==> config.mk <==
export PLATFORM = sky130hd
export DESIGN_NAME = line_pd_steering
export DESIGN_NICKNAME = d
export VERILOG_FILES = /design/src/rtl/core/lps_pkg.sv /design/src/rtl/core/lps_front.sv /design/src/rtl/core/lps_queue.sv /design/src/rtl/core/lps_back.sv /design/src/rtl/core/line_pd_steering.sv
export VERILOG_INCLUDE_DIRS = /design/src /design/src/rtl/core
export SDC_FILE = /design/constraint.sdc
export NUM_CORES = 2
export LEC_CHECK = 0
export ABC_AREA = 1
export BUFFER_PORTS_ARGS = -buffer_cell sky130_fd_sc_hd__buf_4
export CORE_UTILIZATION = 50
export DETAILED_ROUTE_END_ITERATION = 12
export PLACE_DENSITY = 0.69
export SLEW_MARGIN = 20
export SYNTH_ARGS = -nofsm -noshare
export SYNTH_HDL_FRONTEND = slang
export SYNTH_HIERARCHICAL = 1
export SYNTH_SLANG_ARGS = --single-unit
==> constraint.sdc <==
create_clock -name aclk -period 7.2 [get_ports aclk]
set_clock_uncertainty 0.05 [all_clocks]
set_input_delay 1.08 -clock aclk [delete_from_list [all_inputs] [get_ports aclk]]
set_output_delay 1.08 -clock aclk [all_outputs]
set_load 0.02 [all_outputs]
==> src/rtl/core/line_pd_steering_assert.svh <==
// ----------------------------------------------------------------------------
// line_pd_steering_assert.svh
// Assertion macros for the line PD steering block. Each macro expands to a
// concurrent assertion, or to nothing when SYNTH is defined.
// ----------------------------------------------------------------------------
`ifndef LINE_PD_STEERING_ASSERT_SVH
`define LINE_PD_STEERING_ASSERT_SVH

`ifndef SYNTH
// Property checked at every rising edge outside reset.
`define LPS_ASSERT(label, clk, rst_n, prop) \
    label: assert property (@(posedge clk) disable iff (!rst_n) (prop)) \
        else $error("line_pd_steering: assertion failed");
// Antecedent in one cycle implies the consequent in the next.
`define LPS_ASSERT_NEXT(label, clk, rst_n, ante, cons) \
    label: assert property (@(posedge clk) disable iff (!rst_n) (ante) |=> (cons)) \
        else $error("line_pd_steering: assertion failed");
`else
`define LPS_ASSERT(label, clk, rst_n, prop)
`define LPS_ASSERT_NEXT(label, clk, rst_n, ante, cons)
`endif

`endif

==> src/rtl/core/lps_pkg.sv <==
`timescale 1ns / 1ps
// ----------------------------------------------------------------------------
// lps_pkg
// Shared types and constants of the line PD steering block.
// ----------------------------------------------------------------------------
package lps_pkg;

    localparam int SENSOR_COUNT_DEF = 32;

    localparam int POS_W   = 14;
    localparam int GAIN_W  = 16;
    localparam int BASE_W  = 15;
    localparam int ERR_W   = 16;
    localparam int DIFF_W  = ERR_W + 1;
    localparam int DRIVE_W = 16;
    localparam int CFG_W   = 16;
    localparam int CFG_IDX_W = 2;

    // Substitute positions for a lost line
    localparam logic [POS_W-1:0] POS_FAR_LEFT  = 14'd0;
    localparam logic [POS_W-1:0] POS_FAR_RIGHT = 14'd15000;
    localparam logic [POS_W-1:0] POS_MIDDLE    = 14'd7000;

    // Configuration register indexes
    localparam logic [CFG_IDX_W-1:0] REG_PROP_GAIN   = 2'd0;
    localparam logic [CFG_IDX_W-1:0] REG_DERIV_GAIN  = 2'd1;
    localparam logic [CFG_IDX_W-1:0] REG_CENTER_POS  = 2'd2;
    localparam logic [CFG_IDX_W-1:0] REG_BASE_DRIVE  = 2'd3;

    // Reset values of the configuration registers
    localparam logic signed [GAIN_W-1:0] PROP_GAIN_RST  = 16'sd256;
    localparam logic signed [GAIN_W-1:0] DERIV_GAIN_RST = 16'sd0;
    localparam logic [POS_W-1:0]         CENTER_POS_RST = 14'd7000;
    localparam logic [BASE_W-1:0]        BASE_DRIVE_RST = 15'd0;

    typedef struct packed {
        logic signed [GAIN_W-1:0] prop_gain;
        logic signed [GAIN_W-1:0] deriv_gain;
        logic [POS_W-1:0]         center_position;
        logic [BASE_W-1:0]        base_drive;
    } lps_cfg_t;

    // Classified item handed from the front end to the back end
    typedef struct packed {
        logic signed [ERR_W-1:0]  err;
        logic signed [DIFF_W-1:0] diff;
        logic [POS_W-1:0]         position_used;
        logic                     dir;
    } lps_item_t;

endpackage

==> src/rtl/core/lps_front.sv <==
`timescale 1ns / 1ps
// ----------------------------------------------------------------------------
// lps_front
// Front end: apply the lost-line fallback, form the error and its change
// and keep the previous error.
// ----------------------------------------------------------------------------
module lps_front #(
    parameter int SENSOR_COUNT = lps_pkg::SENSOR_COUNT_DEF
) (
    input  logic                        aclk,
    input  logic                        aresetn,
    input  lps_pkg::lps_cfg_t           cfg,
    input  logic                        in_valid,
    output logic                        in_ready,
    input  logic [lps_pkg::POS_W-1:0]   line_position,
    input  logic [SENSOR_COUNT-1:0]     sensor_bits,
    input  logic                        move_backward,
    output logic                        q_valid,
    input  logic                        q_ready,
    output lps_pkg::lps_item_t          q_item
);
    import lps_pkg::*;

    logic                      left_hit;
    logic                      right_hit;
    logic [POS_W-1:0]          pos_used;
    logic signed [ERR_W-1:0]   err;
    logic signed [DIFF_W-1:0]  diff;
    logic signed [ERR_W-1:0]   prev_err_reg;
    logic signed [ERR_W-1:0]   prev_err_next;
    logic                      accept;

    assign left_hit  = |sensor_bits[7:0];
    assign right_hit = |sensor_bits[SENSOR_COUNT-1 -: 8];

    always_comb begin
        if (line_position != '0) begin
            pos_used = line_position;
        end else if (left_hit) begin
            pos_used = POS_FAR_LEFT;
        end else if (right_hit) begin
            pos_used = POS_FAR_RIGHT;
        end else begin
            pos_used = POS_MIDDLE;
        end
    end

    // Both operands below 2^14, so the difference fits 16 bits signed
    assign err  = $signed({2'b00, pos_used}) - $signed({2'b00, cfg.center_position});
    assign diff = $signed({err[ERR_W-1], err}) - $signed({prev_err_reg[ERR_W-1], prev_err_reg});

    assign in_ready = q_ready;
    assign q_valid  = in_valid;
    assign accept   = in_valid && q_ready;

    assign q_item.err           = err;
    assign q_item.diff          = diff;
    assign q_item.position_used = pos_used;
    assign q_item.dir           = move_backward;

    assign prev_err_next = accept ? err : prev_err_reg;

    always_ff @(posedge aclk) begin
        if (!aresetn) begin
            prev_err_reg <= '0;
        end else begin
            prev_err_reg <= prev_err_next;
        end
    end

endmodule

==> src/rtl/core/lps_queue.sv <==
`timescale 1ns / 1ps
`include "line_pd_steering_assert.svh"
// ----------------------------------------------------------------------------
// lps_queue
// Two-entry queue between the front end and the back end.
// ----------------------------------------------------------------------------
module lps_queue (
    input  logic                aclk,
    input  logic                aresetn,
    input  logic                in_valid,
    output logic                in_ready,
    input  lps_pkg::lps_item_t  in_item,
    output logic                out_valid,
    input  logic                out_ready,
    output lps_pkg::lps_item_t  out_item
);
    import lps_pkg::*;

    lps_item_t   entry_reg [2];
    logic        wr_ptr_reg;
    logic        wr_ptr_next;
    logic        rd_ptr_reg;
    logic        rd_ptr_next;
    logic [1:0]  count_reg;
    logic [1:0]  count_next;
    logic        push;
    logic        pop;
    logic        empty_or_full;
    logic        head_waits;

    assign in_ready  = (count_reg != 2'd2);
    assign out_valid = (count_reg != 2'd0);
    assign push      = in_valid && in_ready;
    assign pop       = out_valid && out_ready;
    assign out_item  = entry_reg[rd_ptr_reg];

    assign empty_or_full = (count_reg == 2'd0 || count_reg == 2'd2);
    assign head_waits    = out_valid && !out_ready && count_reg == 2'd1;

    assign wr_ptr_next = push ? ~wr_ptr_reg : wr_ptr_reg;
    assign rd_ptr_next = pop ? ~rd_ptr_reg : rd_ptr_reg;

    always_comb begin
        count_next = count_reg;
        if (push && !pop) begin
            count_next = count_reg + 2'd1;
        end else if (pop && !push) begin
            count_next = count_reg - 2'd1;
        end
    end

    always_ff @(posedge aclk) begin
        if (push) begin
            entry_reg[wr_ptr_reg] <= in_item;
        end
    end

    always_ff @(posedge aclk) begin
        if (!aresetn) begin
            wr_ptr_reg <= 1'b0;
            rd_ptr_reg <= 1'b0;
            count_reg  <= 2'd0;
        end else begin
            wr_ptr_reg <= wr_ptr_next;
            rd_ptr_reg <= rd_ptr_next;
            count_reg  <= count_next;
        end
    end

    // Fill level and pointers agree: equal pointers mean empty or full
    `LPS_ASSERT(a_ptr_count, aclk, aresetn, (wr_ptr_reg == rd_ptr_reg) == empty_or_full)
    `LPS_ASSERT_NEXT(a_push_grows, aclk, aresetn, push && !pop, count_reg == $past(count_reg) + 2'd1)
    `LPS_ASSERT_NEXT(a_head_holds, aclk, aresetn, head_waits, out_valid && $stable(rd_ptr_reg))

endmodule

==> src/rtl/core/lps_back.sv <==
`timescale 1ns / 1ps
`include "line_pd_steering_assert.svh"
// ----------------------------------------------------------------------------
// lps_back
// Back end: gain products, correction with truncation and saturation,
// then motor drives into the output register.
// ----------------------------------------------------------------------------
module lps_back (
    input  logic                          aclk,
    input  logic                          aresetn,
    input  lps_pkg::lps_cfg_t             cfg,
    input  logic                          in_valid,
    output logic                          in_ready,
    input  lps_pkg::lps_item_t            in_item,
    output logic                          out_valid,
    input  logic                          out_ready,
    output logic [lps_pkg::DRIVE_W-1:0]   left_drive,
    output logic [lps_pkg::DRIVE_W-1:0]   right_drive,
    output logic [lps_pkg::POS_W-1:0]     position_used,
    output logic                          dir_out
);
    import lps_pkg::*;

    localparam int PP_W  = GAIN_W + ERR_W;
    localparam int DP_W  = GAIN_W + DIFF_W;
    localparam int ACC_W = DP_W + 1;

    // Stage 1: products
    logic                      v1_reg;
    logic signed [PP_W-1:0]    pp_reg;
    logic signed [DP_W-1:0]    dp_reg;
    logic [POS_W-1:0]          pos1_reg;
    logic                      dir1_reg;
    // Stage 2: correction
    logic                      v2_reg;
    logic signed [DRIVE_W-1:0] corr_reg;
    logic [POS_W-1:0]          pos2_reg;
    logic                      dir2_reg;
    // Stage 3: output register
    logic                      v3_reg;
    logic [DRIVE_W-1:0]        left_reg;
    logic [DRIVE_W-1:0]        right_reg;
    logic [POS_W-1:0]          pos3_reg;
    logic                      dir3_reg;

    logic                      adv1;
    logic                      adv2;
    logic                      adv3;
    logic                      v1_next;
    logic                      v2_next;
    logic                      v3_next;

    logic signed [ACC_W-1:0]   acc;
    logic signed [ACC_W-1:0]   acc_biased;
    logic signed [ACC_W-1:0]   quot;
    logic signed [DRIVE_W-1:0] corr_next;
    logic signed [DRIVE_W:0]   sum_drive;
    logic signed [DRIVE_W:0]   dif_drive;
    logic [DRIVE_W-1:0]        sum_sat;
    logic [DRIVE_W-1:0]        dif_sat;

    function automatic logic [BASE_W-1:0] pos_base(input logic [BASE_W-1:0] b);
        return b;
    endfunction

    function automatic logic [DRIVE_W-1:0] sat_drive(input logic signed [DRIVE_W:0] v);
        logic [DRIVE_W-1:0] r;
        if (v[DRIVE_W] != v[DRIVE_W-1]) begin
            r = v[DRIVE_W] ? 16'h8000 : 16'h7FFF;
        end else begin
            r = v[DRIVE_W-1:0];
        end
        return r;
    endfunction

    assign adv3     = !v3_reg || out_ready;
    assign adv2     = !v2_reg || adv3;
    assign adv1     = !v1_reg || adv2;
    assign in_ready = adv1;

    assign v1_next = adv1 ? in_valid : v1_reg;
    assign v2_next = adv2 ? v1_reg : v2_reg;
    assign v3_next = adv3 ? v2_reg : v3_reg;

    // Truncate toward zero: bias negative sums by 255 before the shift
    assign acc = $signed({{(ACC_W-PP_W){pp_reg[PP_W-1]}}, pp_reg})
               + $signed({dp_reg[DP_W-1], dp_reg});
    assign acc_biased = acc[ACC_W-1] ? (acc + $signed(ACC_W'(255))) : acc;
    assign quot = acc_biased >>> 8;

    always_comb begin
        if (quot > $signed(ACC_W'(32767))) begin
            corr_next = 16'sh7FFF;
        end else if (quot < -$signed(ACC_W'(32768))) begin
            corr_next = 16'sh8000;
        end else begin
            corr_next = quot[DRIVE_W-1:0];
        end
    end

    assign sum_drive = $signed({2'b00, pos_base(cfg.base_drive)})
                     + $signed({corr_reg[DRIVE_W-1], corr_reg});
    assign dif_drive = $signed({2'b00, pos_base(cfg.base_drive)})
                     - $signed({corr_reg[DRIVE_W-1], corr_reg});

    assign sum_sat = sat_drive(sum_drive);
    assign dif_sat = sat_drive(dif_drive);

    always_ff @(posedge aclk) begin
        if (adv1) begin
            pp_reg   <= PP_W'(cfg.prop_gain) * PP_W'(in_item.err);
            dp_reg   <= DP_W'(cfg.deriv_gain) * DP_W'(in_item.diff);
            pos1_reg <= in_item.position_used;
            dir1_reg <= in_item.dir;
        end
        if (adv2) begin
            corr_reg <= corr_next;
            pos2_reg <= pos1_reg;
            dir2_reg <= dir1_reg;
        end
        if (adv3) begin
            left_reg  <= dir2_reg ? dif_sat : sum_sat;
            right_reg <= dir2_reg ? sum_sat : dif_sat;
            pos3_reg  <= pos2_reg;
            dir3_reg  <= dir2_reg;
        end
    end

    always_ff @(posedge aclk) begin
        if (!aresetn) begin
            v1_reg <= 1'b0;
            v2_reg <= 1'b0;
            v3_reg <= 1'b0;
        end else begin
            v1_reg <= v1_next;
            v2_reg <= v2_next;
            v3_reg <= v3_next;
        end
    end

    assign out_valid     = v3_reg;
    assign left_drive    = left_reg;
    assign right_drive   = right_reg;
    assign position_used = pos3_reg;
    assign dir_out       = dir3_reg;

    // A full pipe with a stalled receiver must refuse the queue
    `LPS_ASSERT(a_full_stall, aclk, aresetn, !(v1_reg && v2_reg && v3_reg && !out_ready) || !in_ready)
    // A stalled product stage keeps its item
    `LPS_ASSERT_NEXT(a_s1_hold, aclk, aresetn, v1_reg && !adv2, v1_reg && $stable(pp_reg) && $stable(dp_reg))

endmodule

==> src/rtl/core/line_pd_steering.sv <==
`timescale 1ns / 1ps
// ----------------------------------------------------------------------------
// line_pd_steering
// PD steering for a line follower: sensor sample in, motor drives out.
// ----------------------------------------------------------------------------
// Usage:
//   Input channel s_*: one item per sensor sample (line position, sensor
//   detect bits, direction). Result channel m_*: one item per sample with
//   left and right drive, the position actually used and the direction.
//   Configuration: cfg_wr_en/cfg_index/cfg_wdata write gains, centre and
//   base drive; write only while no item is in flight.
//   Path: an accepted item passes the queue, product stage, correction
//   stage and output register before it shows on m_tvalid.
//   Throughput: one item per cycle while m_tready is high, set by the single
//   product stage and pipelined back end; the previous error updates on each accept.
//   Reset (aresetn low at an edge): registers return to defaults, previous
//   error clears, queue and pipeline empty.
//   Receiver stall: the output register holds; the back end fills, then the
//   two-entry queue, and only then does s_tready drop.
// ----------------------------------------------------------------------------
module line_pd_steering #(
    parameter int SENSOR_COUNT = lps_pkg::SENSOR_COUNT_DEF,
    localparam int IN_DATA_W   = ((lps_pkg::POS_W + SENSOR_COUNT + 1 + 7) / 8) * 8,
    localparam int OUT_DATA_W  = ((2 * lps_pkg::DRIVE_W + lps_pkg::POS_W + 1 + 7) / 8) * 8
) (
    input  logic                          aclk,
    input  logic                          aresetn,
    // Configuration write port
    input  logic                          cfg_wr_en,
    input  logic [lps_pkg::CFG_IDX_W-1:0] cfg_index,
    input  logic [lps_pkg::CFG_W-1:0]     cfg_wdata,
    // Input items
    input  logic                          s_tvalid,
    output logic                          s_tready,
    // s_tdata from bit 0: line_position[13:0], sensor_bits, move_backward, zero pad
    input  logic [IN_DATA_W-1:0]          s_tdata,
    // Result items
    output logic                          m_tvalid,
    input  logic                          m_tready,
    // m_tdata from bit 0: left_drive, right_drive, position_used, dir_out, zero pad
    output logic [OUT_DATA_W-1:0]         m_tdata
);
    import lps_pkg::*;

    localparam int DIR_BIT = POS_W + SENSOR_COUNT;

    // Configuration registers
    logic signed [GAIN_W-1:0] prop_gain_reg;
    logic signed [GAIN_W-1:0] deriv_gain_reg;
    logic [POS_W-1:0]         center_reg;
    logic [BASE_W-1:0]        base_reg;
    lps_cfg_t                 cfg;

    logic                     q_in_valid;
    logic                     q_in_ready;
    lps_item_t                q_in_item;
    logic                     q_out_valid;
    logic                     q_out_ready;
    lps_item_t                q_out_item;

    logic [DRIVE_W-1:0]       left_drive;
    logic [DRIVE_W-1:0]       right_drive;
    logic [POS_W-1:0]         position_used;
    logic                     dir_out;

    // Take register writes; indexes outside the list do not exist with this width
    always_ff @(posedge aclk) begin
        if (!aresetn) begin
            prop_gain_reg  <= PROP_GAIN_RST;
            deriv_gain_reg <= DERIV_GAIN_RST;
            center_reg     <= CENTER_POS_RST;
            base_reg       <= BASE_DRIVE_RST;
        end else if (cfg_wr_en) begin
            case (cfg_index)
                REG_PROP_GAIN:  prop_gain_reg  <= cfg_wdata;
                REG_DERIV_GAIN: deriv_gain_reg <= cfg_wdata;
                REG_CENTER_POS: center_reg     <= cfg_wdata[POS_W-1:0];
                REG_BASE_DRIVE: base_reg       <= cfg_wdata[BASE_W-1:0];
                default: begin
                end
            endcase
        end
    end

    assign cfg.prop_gain       = prop_gain_reg;
    assign cfg.deriv_gain      = deriv_gain_reg;
    assign cfg.center_position = center_reg;
    assign cfg.base_drive      = base_reg;

    // Front end: classify the sample and form error terms
    lps_front #(
        .SENSOR_COUNT (SENSOR_COUNT)
    ) u_front (
        .aclk          (aclk),
        .aresetn       (aresetn),
        .cfg           (cfg),
        .in_valid      (s_tvalid),
        .in_ready      (s_tready),
        .line_position (s_tdata[POS_W-1:0]),
        .sensor_bits   (s_tdata[POS_W +: SENSOR_COUNT]),
        .move_backward (s_tdata[DIR_BIT]),
        .q_valid       (q_in_valid),
        .q_ready       (q_in_ready),
        .q_item        (q_in_item)
    );

    // Decouple front and back so each may stall on its own
    lps_queue u_queue (
        .aclk      (aclk),
        .aresetn   (aresetn),
        .in_valid  (q_in_valid),
        .in_ready  (q_in_ready),
        .in_item   (q_in_item),
        .out_valid (q_out_valid),
        .out_ready (q_out_ready),
        .out_item  (q_out_item)
    );

    // Back end: gains, correction and drives
    lps_back u_back (
        .aclk          (aclk),
        .aresetn       (aresetn),
        .cfg           (cfg),
        .in_valid      (q_out_valid),
        .in_ready      (q_out_ready),
        .in_item       (q_out_item),
        .out_valid     (m_tvalid),
        .out_ready     (m_tready),
        .left_drive    (left_drive),
        .right_drive   (right_drive),
        .position_used (position_used),
        .dir_out       (dir_out)
    );

    // Pack the result, pad to whole bytes with zeros
    assign m_tdata = OUT_DATA_W'({dir_out, position_used, right_drive, left_drive});

endmodule
Word-level counts from Yosys, hierarchy flattened --
Memory sizes are Yosys's and may differ from the RTL's. A register that Yosys moved wholly into a read port is not among the register bits. Cells that the tools add are included. W data, S select, Z words.
Operators by class: add/subtract/negate cells 8, multiply operators 2, magnitude comparators 2, equal/unequal tests 6, muxes and demuxes 17, bitwise operators 2, reduce and logical (&&, ||, !) cells 22
Operator list (number):
- $mux W16 | 7
- $mux W14 | 3
- $add A32 B33 Y34 | 1
- $add A34 B9 Y34 const B | 1
- $mux W34 | 1
- $mul A16 B17 Y33 | 1
- $mul A16 B16 Y32 | 1
- $gt A26 B16 Y1 const B | 1
- $lt A26 B16 Y1 const B | 1
- $add A16 B16 Y17 | 1
- $sub A16 B16 Y17 | 1
- $reduce_or A8 Y1 | 2
- $sub A15 B15 Y16 | 1
- $sub A14 B14 Y15 | 1
- $reduce_bool A14 Y1 | 1
- $reduce_and A2 Y1 | 4
- $logic_not A1 Y1 | 5
- $eq A2 B2 Y1 const B | 2
- $logic_and A1 B1 Y1 | 4
- $mux W1 | 4
- $mux W2 | 2
- $reduce_bool A2 Y1 | 2
- $logic_or A1 B1 Y1 | 3
- $add A2 B1 Y2 const B | 1
- other kinds (6) | 8
Word-level totals: flip-flop bits (word level) 241, memory bits (writable) 96, bits of input ports 71, output and inout port bits 50, memories 1
Memories:
- u_queue.entry_reg | words 2, bits a word 48, rd ports 1, clocked after memory_dff 1, write ports 1, line lps_queue.sv:19 | lps_item_t entry_reg [2];

Logic depth before layout (Yosys ltp) --
depth in word-level cells 8, gate-level depth with buffers 32, gate-level depth less buffers 28

Modules after synthesis --
Netlist, hierarchy kept.
By module, submodules not included:
- lps_back | instances 1, cells each 3985, area each 31477.7 µm²
- lps_queue | instances 1, cells each 186, area each 3782.4 µm²
- lps_front | instances 1, cells each 457, area each 2551.2 µm²
- line_pd_steering | instances 1, cells each 384, area each 2531.2 µm²

Worst setup path before layout --
No wires, ideal clock.
kind reg2reg, from register (tool-made name), to register u_back.pp_reg[29] (data pin), data arrival time 6.440 ns, path slack 0.451 ns, cell stages (with the launch flop) 28, path buffers 4, period minus slack after synthesis 6.749 ns, cells stage by stage dfxtp_1 buf_6 buf_6 mux2_4 clkbuf_1 clkbuf_1 nand2_1 inv_1 fa_1 inv_1 fa_1 fa_1 inv_1 fa_1 fa_1 inv_1 fa_1 inv_1 ha_1 a21oi_1 a21boi_0 o21ai_0 a21boi_0 o21bai_1 a21boi_0 o21ai_0 nand2_1 nand2_1
RTL lines:
- end signal, assigned | line lps_back.sv:111 | pp_reg <= PP_W'(cfg.prop_gain) * PP_W'(in_item.err);
- end, declared | line lps_back.sv:30 | logic signed [PP_W-1:0] pp_reg;

==> flow_summary.ini <==
[sta]
rsz0062_at_grt = no
postLayoutSetupSlackWorst_ns = 0.302
fmax_ghz = 0.145
period_share_pct = 95.8
worst_pin_slew_ns = 1.10
max_slew_margin_pct = 26.2
period_minus_slack_ns = 6.90
tns_ns = 0
setup_violations = 0
finalMaxSlewViolations = 0
timing.hold.ws_ns = 0.360
hold_viol_final = 0

[placed_design]
dpl.hpwl_um = 81400
gp_congestion = 0.945
place_area_sq_um = 42100
dp_slack_ns = 0.199
numPortBuffers = 102

[yosys]
synth_warnings = 6
synth_enable_flop_cells = 254
ys_ff_latch = 338
syn_area_sq_um = 40300
yosys_most_used_dff = edfxtp_1
async_flop_share_pct = 0
yosysTopAreaCellShare_pct = 26.9
syn_inst = 5012
synthTopCellsByCount = 1349 x nand2_1, 1256 x inv_1, 543 x fa_1, 296 x nor2_1, 259 x ha_1
yosys-top-cells-area = fa_1 27%, edfxtp_1 19%, nand2_1 13%
synthDistinctLibCells = 53
synthMostInstantiatedCell = nand2_1
yosys.area.top_type = fa_1
avgSynthCellArea_sq_um = 8.05
seq_area_frac_synth_pct = 23.1
synthesis.nets = 5885

[setup_path]
cp.arrival_ns = 7.19
cp.required_ns = 7.50
cp_max_fo = 18
startpoint_type = flop
crit_type = flop to flop
r2r_slack_ns = 0.30
end_kind = flop

[die]
initial_utilization_pct = 50.8
rows = 103
fp.dieW_um = 286
die_h_um = 286
ios = 121
core_sq_um = 79400
die_area_sq_um = 81800

[finish]
nets = 5900
area_delta_synth_final_pct = 7.48
largest_register_ffs = 96
post-route-cell-area_sq_um = 43400
drive_above_1_share_pct = 7.87

[global_route]
grt_pass1_wl_um = 162000
grt_remaining_overflow = 0
grtUsageTotal_pct = 25.3
grt_max_degree = 72
first_global_vias = 31200
antenna_found_initial = 3

[cts]
postCtsHoldBufs = 0
cts_buffers = 38
clk_latency_ns = 0.58
cts_buffer_depth = 3
clkSlewWorstSetupHoldPaths_ns = 0.07
h-tree-depth = 2
cts_num_sinks = 338
cts_tree = done
root_buffer = clkbuf_16

[route]
ant_nets = 0
wl_um = 102000
route.detailed.drc = 0
via_per_inst = 5.06
firstDrtPassIters = 6
vias = 30900
post_drt_wl_per_cell_um = 16.7
drt_iter0_drc = 2112

[status]
status = complete, no violations

[worst_hold_path]
min_path_type = flop to flop

[flow_run]
drv_cap = 0
-- final timing paths --
kind,startpoint,end,cells after the start
min,u_back/pos1_reg[13],u_back/pos2_reg[13],0
max reg2reg,flop,u_back/dp_reg[21],21
min reg2reg,u_back/pos1_reg[13],u_back/pos2_reg[13],0
max,flop,u_back/dp_reg[21],21
-- cell usage in the layout (no fill, tap or decap), types with 8 or more instances in the layout --
cell / Yosys / final
a21oi_1: 157 / 156
buf_4: 9 / 156
clkbuf_16: 0 / 38
clkinv_1: 4 / 8
dfxtp_1: 84 / 83
edfxtp_1: 254 / 254
fa_1: 543 / 541
ha_1: 259 / 259
inv_1: 1256 / 1255
inv_2: 15 / 16
mux2_2: 28 / 28
mux2_4: 20 / 20
nand2_1: 1349 / 1347
nand2_2: 39 / 40
nand3_1: 145 / 145
nand3_2: 14 / 14
nand4_1: 39 / 39
nor2_1: 296 / 294
nor2_2: 25 / 25
nor2_4: 11 / 13
nor3_1: 10 / 10
o211ai_1: 9 / 9
o21ai_0: 62 / 61
o21ai_1: 7 / 8
o21bai_1: 9 / 8
o31ai_1: 10 / 10
or2_2: 8 / 8
xnor2_1: 37 / 37
xor2_1: 84 / 84
-- timing repair --
item | in CTS | in global routing
resized for setup | 0 | 10
setup endpoints to repair | 0 | 10
buffers inserted | 0 | 1
hold endpoints to repair | 0 | 0
-- cell type report --
class	instances	area, sq um
fillers	7436	36000
multi-input cells	3216	25500
flip-flops and latches	338	9310
inverters	1275	4790
well taps	1050	1310
repair buffers	158	1200
clock buffers	46	1000
clock inverters	23	229
diodes	3	7.51
-- worst max-delay path: stages (launching register included) --
cell	delay, ns
dfxtp_2	0.43
buf_12	0.18
buf_6	0.24
mux2_4	0.46
nand2_1	0.12
inv_1	0.06
fa_1	0.52
inv_1	0.05
fa_1	0.47
inv_1	0.06
fa_1	0.50
inv_1	0.05
fa_1	0.53
inv_1	0.05
fa_1	0.51
fa_1	0.45
ha_1	0.37
nand2_1	0.09
o31ai_1	0.48
a21oi_1	0.24
o21ai_0	0.36
xor2_1	0.35
-- cells by family (layout without fill, tap and decap cells) --
kind of cell / Yosys count / in the layout / synth area share (%)
other: 1 / 4 / 0.00930
xor gates and xnor gates: 121 / 121 / 2.63
buffers and inverters: 1458 / 1502 / 13.8
AOI/OAI and AO/OA: 287 / 287 / 3.95
adders and majority gates: 802 / 802 / 35.0
and+or+nand+nor: 1957 / 1957 / 20.0
DFF: 338 / 338 / 23.1
muxes: 48 / 48 / 1.53
-- metal layers --
metal,share of wire (%),routed length (um),track usage [%]
met5,0.017,17,0
met4,3.2,3300,8.42
met3,6.5,6610,3.57
met2,49,49400,43.8
met1,42,42500,32.6
-- through the flow --
step | cells | utilization, %
floorplan | 5012 | -
global placement | 6036 | 53.0
detailed placement | 6036 | 53.0
CTS | 6105 | 54.6
global route | 6106 | 54.6
finish | 6109 | 54.6
Power is left out: the tool's default activity adds up to more than one toggle a clock period on the data nets, which glitch-free logic cannot reach.
